<file path="config.mk">
export PLATFORM = sky130hd
export DESIGN_NAME = bmhq_ctrl
export DESIGN_NICKNAME = d
export VERILOG_FILES = /design/src/rtl/bmhq_pkg.sv /design/src/rtl/bmhq_ctrl.sv
export SDC_FILE = /design/constraint.sdc
export NUM_CORES = 1
export LEC_CHECK = 0
export ABC_AREA = 1
export BUFFER_PORTS_ARGS = -buffer_cell sky130_fd_sc_hd__buf_2
export CAP_MARGIN = 5
export CORE_AREA = 5 5 42 44
export CTS_CLUSTER_SIZE = 24
export DETAILED_ROUTE_END_ITERATION = 6
export DIE_AREA = 0 0 47 49
export SYNTH_ARGS = -nofsm -noshare
export SYNTH_HDL_FRONTEND = slang
export SYNTH_SLANG_ARGS = --single-unit
</file>
<file path="constraint.sdc">
create_clock -name clock -period 2.9 [get_ports clock]
set_clock_uncertainty 0.2 [all_clocks]
set_input_delay 0.58 -clock clock [delete_from_list [all_inputs] [get_ports clock]]
set_output_delay 0.58 -clock clock [all_outputs]
set_load 0.03 [all_outputs]
</file>
<file path="src/rtl/bmhq_pkg.sv">
package bmhq_pkg;

   // one stored entry: weight in the upper bits, tag below
   typedef struct packed {
      logic [31:0] weight;
      logic [15:0] tag;
   } entry_type;

   localparam int ENTRY_W = $bits(entry_type);

   // request kinds
   localparam logic KIND_INSERT = 1'b0;
   localparam logic KIND_POP    = 1'b1;

   // response status codes
   localparam logic [1:0] ST_OK    = 2'd0;
   localparam logic [1:0] ST_EMPTY = 2'd1;
   localparam logic [1:0] ST_FULL  = 2'd2;

   // commands from controller to datapath
   typedef struct packed {
      logic start_ins;   // capture insert word, open hole at the end
      logic start_full;  // insert dropped, heap full
      logic start_empty; // pop on empty heap
      logic start_pop;   // read root and last entry
      logic rd_up;       // read parent of hole
      logic up_step;     // move parent down into hole
      logic place;       // write held entry into hole
      logic pop_load;    // latch root as result, last entry as held entry
      logic rd_dn;       // read both children of hole
      logic dn_step;     // move smaller child up into hole
      logic rsp_load;    // present staged result
   } cmd_type;

   // status from datapath to controller
   typedef struct packed {
      logic full;
      logic empty;
      logic last_one;    // exactly one entry held
      logic pos_zero;    // hole is at the root
      logic up_move;     // held weight below parent weight
      logic dn_move;     // a child is lighter than held weight
      logic rsp_free;    // response register can take a word
   } stat_type;

endpackage

</file>
<file path="src/rtl/bmhq_ctrl.sv">
module bmhq_ctrl import bmhq_pkg::*; (
   input  logic     clock,
   input  logic     reset,
   input  logic     req_valid,
   input  logic     req_kind,
   output logic     req_ready,
   input  stat_type stat,
   output cmd_type  cmd
);

   localparam logic [2:0] S_IDLE   = 3'd0;
   localparam logic [2:0] S_UP_RD  = 3'd1;
   localparam logic [2:0] S_UP_CMP = 3'd2;
   localparam logic [2:0] S_POP_LD = 3'd3;
   localparam logic [2:0] S_DN_RD  = 3'd4;
   localparam logic [2:0] S_DN_CMP = 3'd5;
   localparam logic [2:0] S_RESP   = 3'd6;

   logic [2:0] state_ff, state_in;

   assign req_ready = state_ff == S_IDLE;

   // next state and commands
   always_comb begin
      state_in = state_ff;
      cmd      = '0;
      unique case (state_ff)
         S_IDLE: begin
            if (req_valid) begin
               if (req_kind == KIND_INSERT) begin
                  if (stat.full) begin
                     cmd.start_full = 1'b1;
                     state_in       = S_RESP;
                  end else begin
                     cmd.start_ins = 1'b1;
                     state_in      = S_UP_RD;
                  end
               end else begin
                  if (stat.empty) begin
                     cmd.start_empty = 1'b1;
                     state_in        = S_RESP;
                  end else begin
                     cmd.start_pop = 1'b1;
                     state_in      = S_POP_LD;
                  end
               end
            end
         end
         S_UP_RD: begin
            if (stat.pos_zero) begin
               cmd.place = 1'b1;
               state_in  = S_RESP;
            end else begin
               cmd.rd_up = 1'b1;
               state_in  = S_UP_CMP;
            end
         end
         S_UP_CMP: begin
            if (stat.up_move) begin
               cmd.up_step = 1'b1;
               state_in    = S_UP_RD;
            end else begin
               cmd.place = 1'b1;
               state_in  = S_RESP;
            end
         end
         S_POP_LD: begin
            cmd.pop_load = 1'b1;
            state_in     = stat.last_one ? S_RESP : S_DN_RD;
         end
         S_DN_RD: begin
            cmd.rd_dn = 1'b1;
            state_in  = S_DN_CMP;
         end
         S_DN_CMP: begin
            if (stat.dn_move) begin
               cmd.dn_step = 1'b1;
               state_in    = S_DN_RD;
            end else begin
               cmd.place = 1'b1;
               state_in  = S_RESP;
            end
         end
         S_RESP: begin
            if (stat.rsp_free) begin
               cmd.rsp_load = 1'b1;
               state_in     = S_IDLE;
            end
         end
         default: begin
            state_in = S_IDLE;
         end
      endcase
   end

   always_ff @(posedge clock) begin
      if (reset) begin
         state_ff <= S_IDLE;
      end else begin
         state_ff <= state_in;
      end
   end

endmodule

</file>
==> metrics.txt, run 1 <==
outcome=completed; FF+latch count, synth=3; WP data arrival=1410 ps; floorplan row count=14; CTS root buf=clkbuf_4; first-pass GRT wire length=1.44 mm; Antenna diodes=0; routability congestion estimate=0.686; Avg Cell Area, Syn=5.33 µm²; max_cap viols=0; TritonCTS clock tree=yes; WL/cell=8.60 µm; largest registers=state_ff (3); Post-Synth Simple-Gate Area=0.585; largest net degree at the start of global routing=8; Max Freq=456 MHz; final setup TNS=0 ps; CTS Hold Bufs=0; total track usage=0.0865; Initial Util=0.232; Die Y=49 µm; Skew-Pair Late Insertion Delay=230 ps; Yosys warnings=0; Antenna Nets Post-Route=0; DRC violations left=0; final slew viol count=0; Tcrit/Tclk final=0.757; Core Area=0.00140 mm²; Startpoint Class=flip-flop; Reg with most FFs=state_ff; pwr/cell area=1040 mW/mm²; fraction of layout cells with a size suffix above 1=0.356; post-synthesis mux area share=0; port bufs=22; clock sink count=3; hold slack=336 ps; clk buf depth=2; critical path data required time=2120 ps; min Tclk post-route=2190 ps; syn nets=72; kind of critical path=flip-flop to output port; hpwl dp=764 µm; FF/Latch Area=60.1 µm²; Clock Pin Slew Worst Setup and Hold Paths=40 ps; total via count in the routed design=444; hold crit path type=input pin to flip-flop; final hold violation count=0; nets@finish=99; crit path cell chain=nor2_2 -> nand2_1 -> inv_2 -> nand2_1 -> nor3_2 -> buf_2; grt ovf=0; TritonRoute pass-1 iters=4; VDD IR max=0.451 mV; CP Max Fanout=7; kind of end point of the critical path=output port; Pleak=0.293 nW; H-tree depth=1; cell area after synthesis=325 µm²; largest family of logic cells by synthesized area=simple AND/OR/NAND/NOR gates; most frequent cells in the layout=buf_2, nand2_1, inv_1; sequential share of the synthesized area=0.185; Area growth syn-to-layout=48.1%; die width=47 µm; CP max-delay cell=dfxtp_1; most common cell after layout, fill and taps aside=buf_2; DRT iter0 DRCs=4; vias per cell=4.31; number of antenna violations at the first check in global routing=0; slowest stage delay, CP=360 ps; Synth cell types=18; setup bufs post-CTS=0; Routed Wire Length=886 µm; crit-path most repeated cell=nand2_1; RSZ-0062 raised after global routing=false; Syn Inst Count=61; Layout fillers=164; number of global-route vias before repair=387; # IOs=23; Resized Gates After CTS=0; max_slew headroom=0.809; max reg flops=3; Worst-Margin Slew=285 ps; post-synthesis xor/xnor area fraction=0; complex-gate fraction of the synthesized area=0.0692; multi-input combinational cell area=213 µm²; Num CTS Buffers=3; Final setup viols=0; Die ar.=0.00230 mm²; adder-cell share of the synthesized area=0
[critical path: cells and delay by family (launching register included)]
kind	cells	cell delay, ps
AND/OR/NAND/NOR	4	530
flip-flops	1	360
buffers and inverters	2	280
[cells by family (layout without fill, tap and decap cells)]
group,after synthesis,count (layout)
buf+inv,14,40
compound gates,4,4
flops,3,3
simple gates,40,40
[worst paths after layout]
check                                    to        start  depth (start not counted)  slack (ps)
worst max-delay path                 cmd[8]  state_ff[2]                          6         710
worst min-delay path            state_ff[1]        reset                          2         340
worst max register to register  state_ff[2]  state_ff[1]                          7        1560
worst min register to register  state_ff[1]  state_ff[0]                          3         500
[cells in the mapped netlist]
cell type / count / area (µm²)
a211oi_1: 1 / 7.51
a21oi_1: 2 / 10.0
dfxtp_1: 3 / 60.1
inv_1: 11 / 41.3
inv_2: 3 / 11.3
nand2_1: 15 / 56.3
nand3_1: 3 / 15.0
nand3b_1: 1 / 7.51
nand4_1: 1 / 6.26
nor2_1: 10 / 37.5
nor2_2: 1 / 6.26
nor3_1: 3 / 15.0
nor3_2: 2 / 20.0
nor3b_1: 1 / 7.51
nor4_1: 1 / 6.26
o21ai_1: 1 / 5.00
or2_0: 1 / 6.26
or2_1: 1 / 6.26
[per-layer routing]
layer | up-vias | part of all wire | global-route usage
li1 | 242 | - | -
met5 | - | 0 | 0
met3 | 0 | 0.10 | 0.0295
met4 | 0 | 0 | 0.0691
met1 | 185 | 0.44 | 0.103
met2 | 17 | 0.45 | 0.120
[area by class of cell]
type | instances | area share
clock buffer | 4 | 0.0545
timing repair buffer | 22 | 0.229
inverter | 14 | 0.109
multi-input combinational | 44 | 0.442
sequential | 3 | 0.125
tap | 16 | 0.0416
[power breakdown]
part,total [mW],switching (mW),internal (mW),leakage (nW)
clock network,0.0730,0.0214,0.0516,0.0150
logic,0.332,0.229,0.102,0.253
registers,0.0971,0.0361,0.0610,0.0248
[per-stage QoR]
step,instance area [µm²],worst slack [ps],power (mW),utilization,instances
floorplan,325,609,0.347,-,61
global placement,455,883,0.432,0.325,99
detailed placement,455,889,0.429,0.325,99
CTS,482,690,0.508,0.344,103
global route,482,569,0.553,0.344,103
finish,482,706,0.502,0.344,103
No activity file was read; power rests on OpenSTA's default activity.
==> run 2, diff against run 1 <==
Clock period 2.9 ns to 2.2 ns, I/O delays scaled along.
==> run 2 against run 1 <==
Combinational power grew 34%. Final cell count unchanged. Design area grew 1.0%. Sequential cell count did not move. Clock power grew 41%. First-iteration DRC count is the same. Worst setup slack worse by 560 ps. Die area did not move. Utilization grew 0.36 points. Count of clock-buffer cells in the layout stayed put. Critical endpoint is now cmd[4].
==> metrics.txt, run 2 (synthesis gave the netlist of run 1 again) <==
Pleak=0.295 nW (was 0.293 nW); family with the most delay on the worst path=flip-flops (was simple AND/OR/NAND/NOR gates); nets@finish=99 (unchanged); TritonCTS clock tree=yes (unchanged); RSZ-0062 raised after global routing=false (unchanged); DRT iter0 DRCs=4 (unchanged); CTS root buf=clkbuf_4 (unchanged); Reg with most FFs=state_ff (unchanged); hold slack=182 ps (was 336 ps); number of global-route vias before repair=400 (was 387); final setup TNS=0 ps (unchanged); Num CTS Buffers=3 (unchanged); hpwl dp=788 µm (was 764 µm); Inst Count DP=99 (unchanged); multi-input combinational cell area=218 µm² (was 213 µm²); overall power=0.680 mW (was 0.502 mW); fraction of layout cells with a size suffix above 1=0.356 (unchanged); largest registers=state_ff (3) (unchanged); slowest stage delay, CP=470 ps (was 360 ps); port bufs=22 (unchanged); outcome=completed (unchanged); Buf/Inv on CP=2 (unchanged); first-pass GRT wire length=1.52 mm (was 1.44 mm); Die Y=49 µm (unchanged); Final Util=0.347 (was 0.344); Tcrit/Tclk final=0.932; die width=47 µm (unchanged); Die ar.=0.00230 mm² (unchanged); Highest Signal Layer=met3 (unchanged); clock sink count=3 (unchanged); max reg flops=3 (unchanged); Max Freq=488 MHz; # IOs=23 (unchanged); final slew viol count=0 (unchanged); grt ovf=0 (unchanged); most common cell after layout, fill and taps aside=buf_2 (unchanged); number of antenna violations at the first check in global routing=0 (unchanged); pwr/cell area=1400 mW/mm² (was 1040 mW/mm²); met3 wire length=125 µm (was 91 µm); FF/Latch Area=60.1 µm² (unchanged); crit-path most repeated cell=nor2_1 (was nand2_1); max_slew headroom=0.813 (was 0.809); setup bufs post-CTS=0 (unchanged); clk buf depth=2 (unchanged); VDD IR max=0.754 mV (was 0.451 mV); Clock Pin Slew Worst Setup and Hold Paths=40 ps (about the same); Startpoint Class=flip-flop (unchanged); largest net degree at the start of global routing=8 (unchanged); WP data arrival=1410 ps (about the same); Worst-Margin Slew=278 ps (was 285 ps); WL/cell=9.51 µm (was 8.60 µm); DR WL met2=469 µm (was 400 µm); hold crit path type=input pin to flip-flop (unchanged); min Tclk post-route=2050 ps; kind of end point of the critical path=output port (unchanged); Antenna Nets Post-Route=0 (unchanged); routability congestion estimate=0.722 (was 0.686); total track usage=0.0914 (was 0.0865); kind of critical path=flip-flop to output port (unchanged); final non-filler cell total=103 (unchanged); H-tree depth=1 (unchanged); TritonRoute pass-1 iters=4 (unchanged); Skew-Pair Late Insertion Delay=240 ps (was 230 ps); Final setup viols=0 (unchanged); Initial Util=0.232 (unchanged); critical path data required time=1560 ps (was 2120 ps); Routed Wire Length=980 µm (was 886 µm); final hold violation count=0 (unchanged); WL met1=386 µm (was 393 µm); floorplan row count=14 (unchanged); CP Max Fanout=6 (was 7); max_cap viols=0 (unchanged); Core Area=0.00140 mm² (unchanged); vias per cell=4.36 (was 4.31); CP max-delay cell=dfxtp_1 (unchanged); most frequent cells in the layout=buf_2, nand2_1, inv_1 (unchanged); DRC violations left=0 (unchanged); crit path cell chain=inv_2 -> nor2_1 -> nand2_1 -> nor2_1 -> or2_1 -> buf_2 (was nor2_2 -> nand2_1 -> inv_2 -> nand2_1 -> nor3_2 -> buf_2); total via count in the routed design=449 (was 444); Layout fillers=174 (was 164); Area growth syn-to-layout=49.6% (was 48.1%); Antenna diodes=0 (unchanged)
run 2: timing repair:
action / 4_1_cts / 5_1_grt
hold buffers: 0 / 0
resized for setup: 0 / 1
endpoints found under the setup margin: 0 / 1
run 2: path summary, 6_finish.rpt:
| kind | from | endpoint | slack, ps | cells after the start |
|---|---|---|---|---|
| worst max-delay path | state_ff[0] | cmd[4] | 150 | 6 |
| worst min-delay path | reset | state_ff[1] | 180 | 2 |
| worst max register to register | state_ff[0] | state_ff[2] | 820 | 8 |
| worst min register to register | state_ff[1] | state_ff[1] | 510 | 4 |
run 2: cell type report:
class                           instances  share of cell area
Clock buffer                            4              0.0540
Inverter                               14               0.108
Multi-Input combinational cell         44               0.447
Sequential cell                         3               0.123
Tap cell                               16              0.0411
Timing Repair Buffer                   22               0.226
run 2: metal layers:
metal  track usage  up-vias
met5             0        -
met4        0.0829        0
met3        0.0406        0
met2         0.129       20
met1        0.0963      187
li1              -      242
run 2: stage by stage:
| step | setup slack (ps) | cell area (µm²) |
|---|---|---|
| floorplan | 97.7 | 325 |
| global placement | 420 | 455 |
| detailed placement | 387 | 455 |
| CTS | 110 | 482 |
| global route | 31.3 | 487 |
| finish | 150 | 487 |
run 2: power by group:
part / internal (mW) / switching [mW]
clock network: 0.0684 / 0.0345
registers: 0.0803 / 0.0515
logic: 0.140 / 0.305
total: 0.289 / 0.391
==> run 3, diff against run 2 <==
Settings changed: CELL_PAD_IN_SITES_DETAIL_PLACEMENT set to 2, CELL_PAD_IN_SITES_GLOBAL_PLACEMENT set to 2, CORE_AREA 5 5 42 44 to not set, CORE_MARGIN set to 5, CORE_UTILIZATION set to 16, DIE_AREA 0 0 47 49 to not set, PLACE_DENSITY_LB_ADDON set to 0.1.
==> run 3 against run 2 <==
Utilization is 8.4 points lower. Sequential power grew 5%. Design area increased by 4.9%. Worst hold slack better by 4.3 ps. Non-clock buffer count is 1 higher. Global-route usage up 0.67 points. Maximum frequency shrank 0.75%. Critical endpoint unchanged.
==> metrics.txt, run 3 (synthesis gave the netlist of run 1 again) <==
RSZ-0062 raised after global routing=false (unchanged); max_slew headroom=0.796 (was 0.813); hold slack=186 ps (was 182 ps); WP data arrival=1430 ps (was 1410 ps); Antenna Nets Post-Route=0 (unchanged); Routed Wire Length=1.33 mm (was 980 µm); Core Area=0.00194 mm² (was 0.00140 mm²); fraction of layout cells with a size suffix above 1=0.364 (was 0.356); WL/cell=11.5 µm (was 9.51 µm); Die ar.=0.00303 mm² (was 0.00230 mm²); number of antenna violations at the first check in global routing=0 (unchanged); min Tclk post-route=2070 ps (was 2050 ps); kind of end point of the critical path=output port (unchanged); Antenna diodes=0 (unchanged); critical path data required time=1560 ps (about the same); DRT iter0 DRCs=1 (was 4); first-pass GRT wire length=1.99 mm (was 1.52 mm); hold crit path type=input pin to flip-flop (unchanged); hpwl dp=1.12 mm (was 788 µm); most frequent cells in the layout=buf_2, nand2_1, inv_1 (unchanged); most common cell after layout, fill and taps aside=buf_2 (unchanged); H-tree depth=1 (unchanged); largest registers=state_ff (3) (unchanged); Skew-Pair Late Insertion Delay=240 ps (about the same); CP Max Fanout=7 (was 6); Initial Util=0.168 (was 0.232); final setup TNS=0 ps (unchanged); pwr/cell area=1410 mW/mm² (was 1400 mW/mm²); final hold violation count=0 (unchanged); Startpoint Class=flip-flop (unchanged); Area growth syn-to-layout=56.9% (was 49.6%); max_cap viols=0 (unchanged); clk buf depth=2 (unchanged); Reg with most FFs=state_ff (unchanged); Num CTS Buffers=3 (unchanged); Pleak=0.299 nW (was 0.295 nW); kind of critical path=flip-flop to output port (unchanged); vias per cell=4.13 (was 4.36); total track usage=0.0982 (was 0.0914); number of global-route vias before repair=480 (was 400); max reg flops=3 (unchanged); largest net degree at the start of global routing=8 (unchanged); final slew viol count=0 (unchanged); TritonCTS clock tree=yes (unchanged); Max Freq=484 MHz (was 488 MHz); TritonRoute pass-1 iters=2 (was 4); VDD IR max=0.525 mV (was 0.754 mV); nets@finish=100 (was 99); Worst-Margin Slew=306 ps (was 278 ps); # IOs=23 (unchanged); outcome=completed (unchanged); clock sink count=3 (unchanged); grt ovf=0 (unchanged); DRC violations left=0 (unchanged); Final setup viols=0 (unchanged); CTS root buf=clkbuf_4 (unchanged); routability congestion estimate=0.685 (was 0.722); port bufs=22 (unchanged); die width=55.1 µm (was 47 µm); total via count in the routed design=475 (was 449); floorplan row count=16 (was 14); Die Y=55.1 µm (was 49 µm); Tcrit/Tclk final=0.939 (was 0.932); Clock Pin Slew Worst Setup and Hold Paths=40 ps (about the same)
## run 3: cell types whose count changed in the layout (fill, tap and decap cells not counted)
cell	before	now
clkbuf_4	3	4
buf_2	22	21
buf_4	0	1
## run 3: critical path, stage by stage, from the launching register on
cell and delay (ps):
dfxtp_1 490, inv_2 130, nand4_1 100, nand2_1 90, or2_1 210, buf_2 180
## run 3: layout make-up
type	instances	area (µm²)
fillers	259	1430
multi-input cells	44	218
repair buffers	23	120
well taps	27	33.8
flip-flops and latches	3	60.1
clock buffers	4	26.3
inverters	14	52.6
## run 3: worst paths after layout
path	start	cells past startpoint	slack, ps	endpoint
max	state_ff[1]	5	130	cmd[4]
min	reset	2	190	state_ff[1]
max reg2reg	state_ff[1]	5	780	state_ff[2]
min reg2reg	state_ff[0]	3	540	state_ff[1]
## run 3: through the flow
stage	worst slack [ps]	utilization	instance area (µm²)	power, mW	instances
after CTS	56.2	0.255	495	0.706	114
after floorplan	97.7	-	325	0.457	61
after detailed placement	310	0.242	469	0.599	110
final	135	0.263	510	0.719	115
after global routing	1.44	0.263	510	0.800	115
after global placement	320	0.242	469	0.602	110
## run 3: where the power goes
group	internal [mW]	leakage, nW	switching (mW)	total, mW
clock network	0.0682	0.0150	0.0319	0.100
logic	0.156	0.259	0.326	0.481
registers	0.0803	0.0248	0.0575	0.138
## run 3: timing repair
item	4_1_cts	5_1_grt
buffers inserted	0	1
setup endpoints to repair	0	4
hold buffers	0	0
gates resized for setup	0	2
## run 3: layer usage
metal  global-route usage  part of all wire  vias up
met1                0.108              0.41      218
met2                0.167              0.53       12
met4               0.0607             0.014        0
li1                     -                 -      243
met3               0.0241             0.048        2
met5                    0                 0        -
